`config.mk`:
```
export PLATFORM = sky130hd
export DESIGN_NAME = rrbs_sum_unit
export DESIGN_NICKNAME = d
export VERILOG_FILES = /design/src/rtl/rrbs_pkg.sv /design/src/rtl/rrbs_sum_unit.sv
export SDC_FILE = /design/constraint.sdc
export NUM_CORES = 2
export LEC_CHECK = 0
export BUFFER_PORTS_ARGS = -buffer_cell sky130_fd_sc_hd__buf_2
export CAP_MARGIN = 30
export CELL_PAD_IN_SITES_DETAIL_PLACEMENT = 1
export CELL_PAD_IN_SITES_GLOBAL_PLACEMENT = 1
export CORE_AREA = 5 5 307 309
export CTS_CLUSTER_DIAMETER = 40
export CTS_CLUSTER_SIZE = 28
export DETAILED_ROUTE_END_ITERATION = 10
export DIE_AREA = 0 0 312 314
export HOLD_SLACK_MARGIN = 0.02
export PLACE_DENSITY_LB_ADDON = 0.1
export SLEW_MARGIN = 20
export SYNTH_ARGS = -nofsm -noshare
export SYNTH_HDL_FRONTEND = slang
export SYNTH_SLANG_ARGS = --single-unit
```
`constraint.sdc`:
```
create_clock -name clk -period 21.7 [get_ports clk]
set_input_delay 4.34 -clock clk [delete_from_list [all_inputs] [get_ports clk]]
set_output_delay 4.34 -clock clk [all_outputs]
set_load 0.02 [all_outputs]
```
`src/rtl/rrbs_pkg.sv`:
```
// Package with shared constants and types for the radiance region bin splitter.
package rrbs_pkg;
  localparam int MaxWidthDefault = 256;
  localparam int MaxHeightDefault = 128;
  localparam int StackDepthDefault = 16;
  localparam int ChannelBitsDefault = 32;
  localparam int CfgIndexBits = 2;
  localparam int CfgDataBits = 32;

  typedef enum logic [1:0] {
    ACT_LOAD    = 2'd0,
    ACT_FETCH   = 2'd1,
    ACT_RESTART = 2'd2,
    ACT_NONE    = 2'd3
  } action_t;

  typedef enum logic [1:0] {
    REG_WIDTH  = 2'd0,
    REG_HEIGHT = 2'd1,
    REG_RADIANCE = 2'd2,
    REG_AREA   = 2'd3
  } reg_index_t;

  typedef struct packed {
    logic [8:0]  image_width;
    logic [7:0]  image_height;
    logic [31:0] min_radiance;
    logic [15:0] smallest_bin_area;
  } cfg_t;

  typedef struct packed {
    logic [31:0] red;
    logic [31:0] green;
    logic [31:0] blue;
  } pixel_t;
endpackage

```
`src/rtl/rrbs_sum_unit.sv`:
```
// Shared accumulator that sums pixel channels and tests the radiance length.
module rrbs_sum_unit
  import rrbs_pkg::*;
(
  input  logic        clk,
  input  logic        clear,
  input  logic        add_en,
  input  pixel_t      pix,
  input  logic        sq_en,
  input  logic [1:0]  sq_sel,
  input  logic        lim_en,
  input  logic [31:0] min_radiance,
  output logic        is_dim
);
  logic [47:0] sum_r, sum_g, sum_b;
  logic [63:0] acc, lim;
  logic        over;
  logic [47:0] sel;
  logic [63:0] sq;

  always_comb begin
    case (sq_sel)
      2'd0: sel = sum_r;
      2'd1: sel = sum_g;
      2'd2: sel = sum_b;
      default: sel = 48'(min_radiance);
    endcase
    sq = 64'(sel[31:0]) * 64'(sel[31:0]);
  end

  always_ff @(posedge clk) begin
    if (clear) begin
      sum_r <= '0;
      sum_g <= '0;
      sum_b <= '0;
      acc <= '0;
      over <= 1'b0;
    end else if (add_en) begin
      sum_r <= sum_r + 48'(pix.red);
      sum_g <= sum_g + 48'(pix.green);
      sum_b <= sum_b + 48'(pix.blue);
    end else if (sq_en) begin
      if (sel[47:32] != '0) begin
        over <= 1'b1;
      end else if ({1'b0, acc} + {1'b0, sq} > 65'h0_FFFF_FFFF_FFFF_FFFF) begin
        over <= 1'b1;
      end else begin
        acc <= acc + sq;
      end
    end
    if (lim_en) begin
      lim <= sq;
    end
  end

  assign is_dim = !over && (acc <= lim);
endmodule

```
==> results.toml <==
[yosys]
netlist_area_mm2 = 0.0495
syn-instance-count = 5649
ys_seq_elements = 272
yosys_warnings = 0
synthDistinctLibCells = 88
syn_nets = 7092
synth_area_per_cell_um2 = 8.77
ys_dominant_reg_cell = "dfxtp_1"
seq_area_frac_synth = 0.123
async_flop_share = 0
synth_edf_count = 63

[setup_path]
rr_worst_depth = 39
critPathBufInv = 9
r2r_slack_ns = 8.12
worstPathArrival_ns = 18.56
start_kind = "primary input"
critPathTopFamily = "adder cells"
endpoint_kind = "flip-flop"
crit_required_ns = 22.14
critPathMaxFanout = 50
crit_type = "primary input to flip-flop"
cp_common_cell = "fa_1"
crit_slowest_cell = "o21ai_2"
r2r-start = "sum_b[9]$_SDFFE_PP0P_"
rr_endpoint = "acc[5]$_SDFFE_PP0P_"
cpPeakStageDelay_ns = 0.77

[clocking]
root_buffer = "clkbuf_16"
cts_made_buffers = 69
htreeDepth = 3
clk_path_buf_depth = 3
postCtsHoldBufs = 0
ctsResizeCount = 0
cts_tree = "done"
clk_pin_slew_ns = 0.05
cts_sinks = 272
insertion_delay_ns = 0.63
post_cts_buffers = 0

[floorplan]
initial_core_util = 0.544
die_w_um = 312
die_area_mm2 = 0.0980
die_h_um = 314
rows = 111
core_area_mm2 = 0.0911
num_io_pins = 136

[timing]
fin_crit_ns = 18.12
whs_ns = 0.496
setup_viol = 0
setup_tns_ns = 0
finalCritPeriodShare = 0.835
maxSlewViolCount = 0
fmax_ghz = 0.0552
hold_violations = 0
tightest_slew_ns = 1.12
slew_headroom = 0.251
skew_ns = 0.0306
rsz0062_at_grt = "no"

[worst_hold_path]
whs_path_depth = 2
min_path_type = "flip-flop to flip-flop"
whs_endpoint = "sum_r[30]$_SDFFE_PP0P_"
worstHoldStart = "sum_r[30]$_SDFFE_PP0P_"

[grt]
grt_start_max_net_pins = 79
overflow = 0
track_usage = 0.355
antenna_found_initial = 5
grt_pass1_wl_mm = 268
grt_pass1_vias = 46611

[run]
drv_cap = 0

[cells_and_area]
area_growth_pct = 8.84
final_common_cell = "inv_1"
final_nets = 7162
post-route-util = 0.592
drive_gt1_frac = 0.0739
layout_common_cells = "inv_1, fa_1, nor2_1"
fin_cells = 6964

[routing]
vias_per_cell = 5.90
drt_drc_violations_left = 0
drt.antenna.violating_nets = 0
drtIter0Drc = 2731
routedWlPerCell_um = 24.8
vias = 41118
firstDrtPassIters = 5
wl_mm = 173

[run_status]
outcome = "completed"

[place]
routabilityCongestion = 0.942
numPortBuffers = 135
dp_hpwl_mm = 137
placed_cells_incl_taps = 6833
## area by class of cell
type | instances | area, µm²
Multi-Input combinational cell | 4047 | 38500
Clock buffer | 87 | 1900
Timing Repair Buffer | 199 | 1180
Clock inverter | 40 | 548
Inverter | 1130 | 4240
Tap cell | 1186 | 1480
Fill cell | 10629 | 37200
Sequential cell | 272 | 6080
Antenna cell | 3 | 7.51
## sequential cells by signal, summed over array words and instances, names as in the netlist
signal  cells
sum_r      48
lim        63
over        1
acc        64
sum_b      48
sum_g      48
## kinds of logic after synthesis
group                    count (synthesis)  synth area share
AO/OA/AOI/OAI                          881             0.117
AND/OR/NAND/NOR                       1419             0.125
adder cells (fa/ha/maj)               1308             0.451
buffers and inverters                 1330             0.102
XOR/XNOR                               268            0.0474
flip-flops                             272             0.123
multiplexers                           171            0.0353
## stage by stage
step           setup WS, ns  cell area, µm²
3_3_place_gp           3.80           51400
2_1_floorplan          6.12           49500
3_5_place_dp           3.26           51400
5_1_grt                3.14           53900
4_1_cts                3.84           53900
6_report               3.58           53900
## cell usage after synthesis (67+ instances only)
cell | number | area (µm²)
dfxtp_1 | 209 | 4180
nand4_1 | 67 | 419
clkbuf_1 | 163 | 612
ha_1 | 512 | 6410
fa_1 | 796 | 15900
xor2_1 | 99 | 867
inv_1 | 1120 | 4200
nand3_1 | 74 | 370
nand2_1 | 466 | 1750
nor2_1 | 578 | 2170
o21ai_0 | 143 | 716
a21oi_1 | 263 | 1320
a21o_1 | 165 | 1240
mux2i_1 | 140 | 1400
xnor2_1 | 169 | 1480
## worst max-delay path by stage
stage	to	start	slack, ns	depth (start not counted)
4_1_cts	acc[5]$_SDFFE_PP0P_	sq_sel[1]	3.84	41
2_1_floorplan	acc[44]$_SDFFE_PP0P_	sq_sel[1]	6.12	47
3_5_place_dp	acc[5]$_SDFFE_PP0P_	sq_sel[1]	3.26	41
5_1_grt	acc[1]$_SDFFE_PP0P_	sq_sel[1]	3.14	41
3_3_place_gp	acc[44]$_SDFFE_PP0P_	sq_sel[1]	3.80	41
6_report	acc[5]$_SDFFE_PP0P_	sq_sel[1]	3.58	41
## routing by layer
layer,vias up,GRT usage,wire length [µm]
met5,-,0,35
met4,6,0.186,11200
met3,605,0.0716,12700
met2,1475,0.597,81400
met1,20815,0.434,67600
li1,18217,-,-
## worst register-to-register path: cells and delay by family, from the launching register on
family | cells | cell delay [ns]
multiplexers | 2 | 0.64
buffers and inverters | 7 | 1.80
XOR/XNOR | 1 | 0.31
AND/OR/NAND/NOR | 8 | 1.47
adder cells (fa/ha/maj) | 10 | 4.95
flip-flops | 1 | 0.38
AO/OA/AOI/OAI | 11 | 3.80
Power is not shown: default switching activity piles up to over one toggle a cycle in this logic, so the estimate is an artifact.
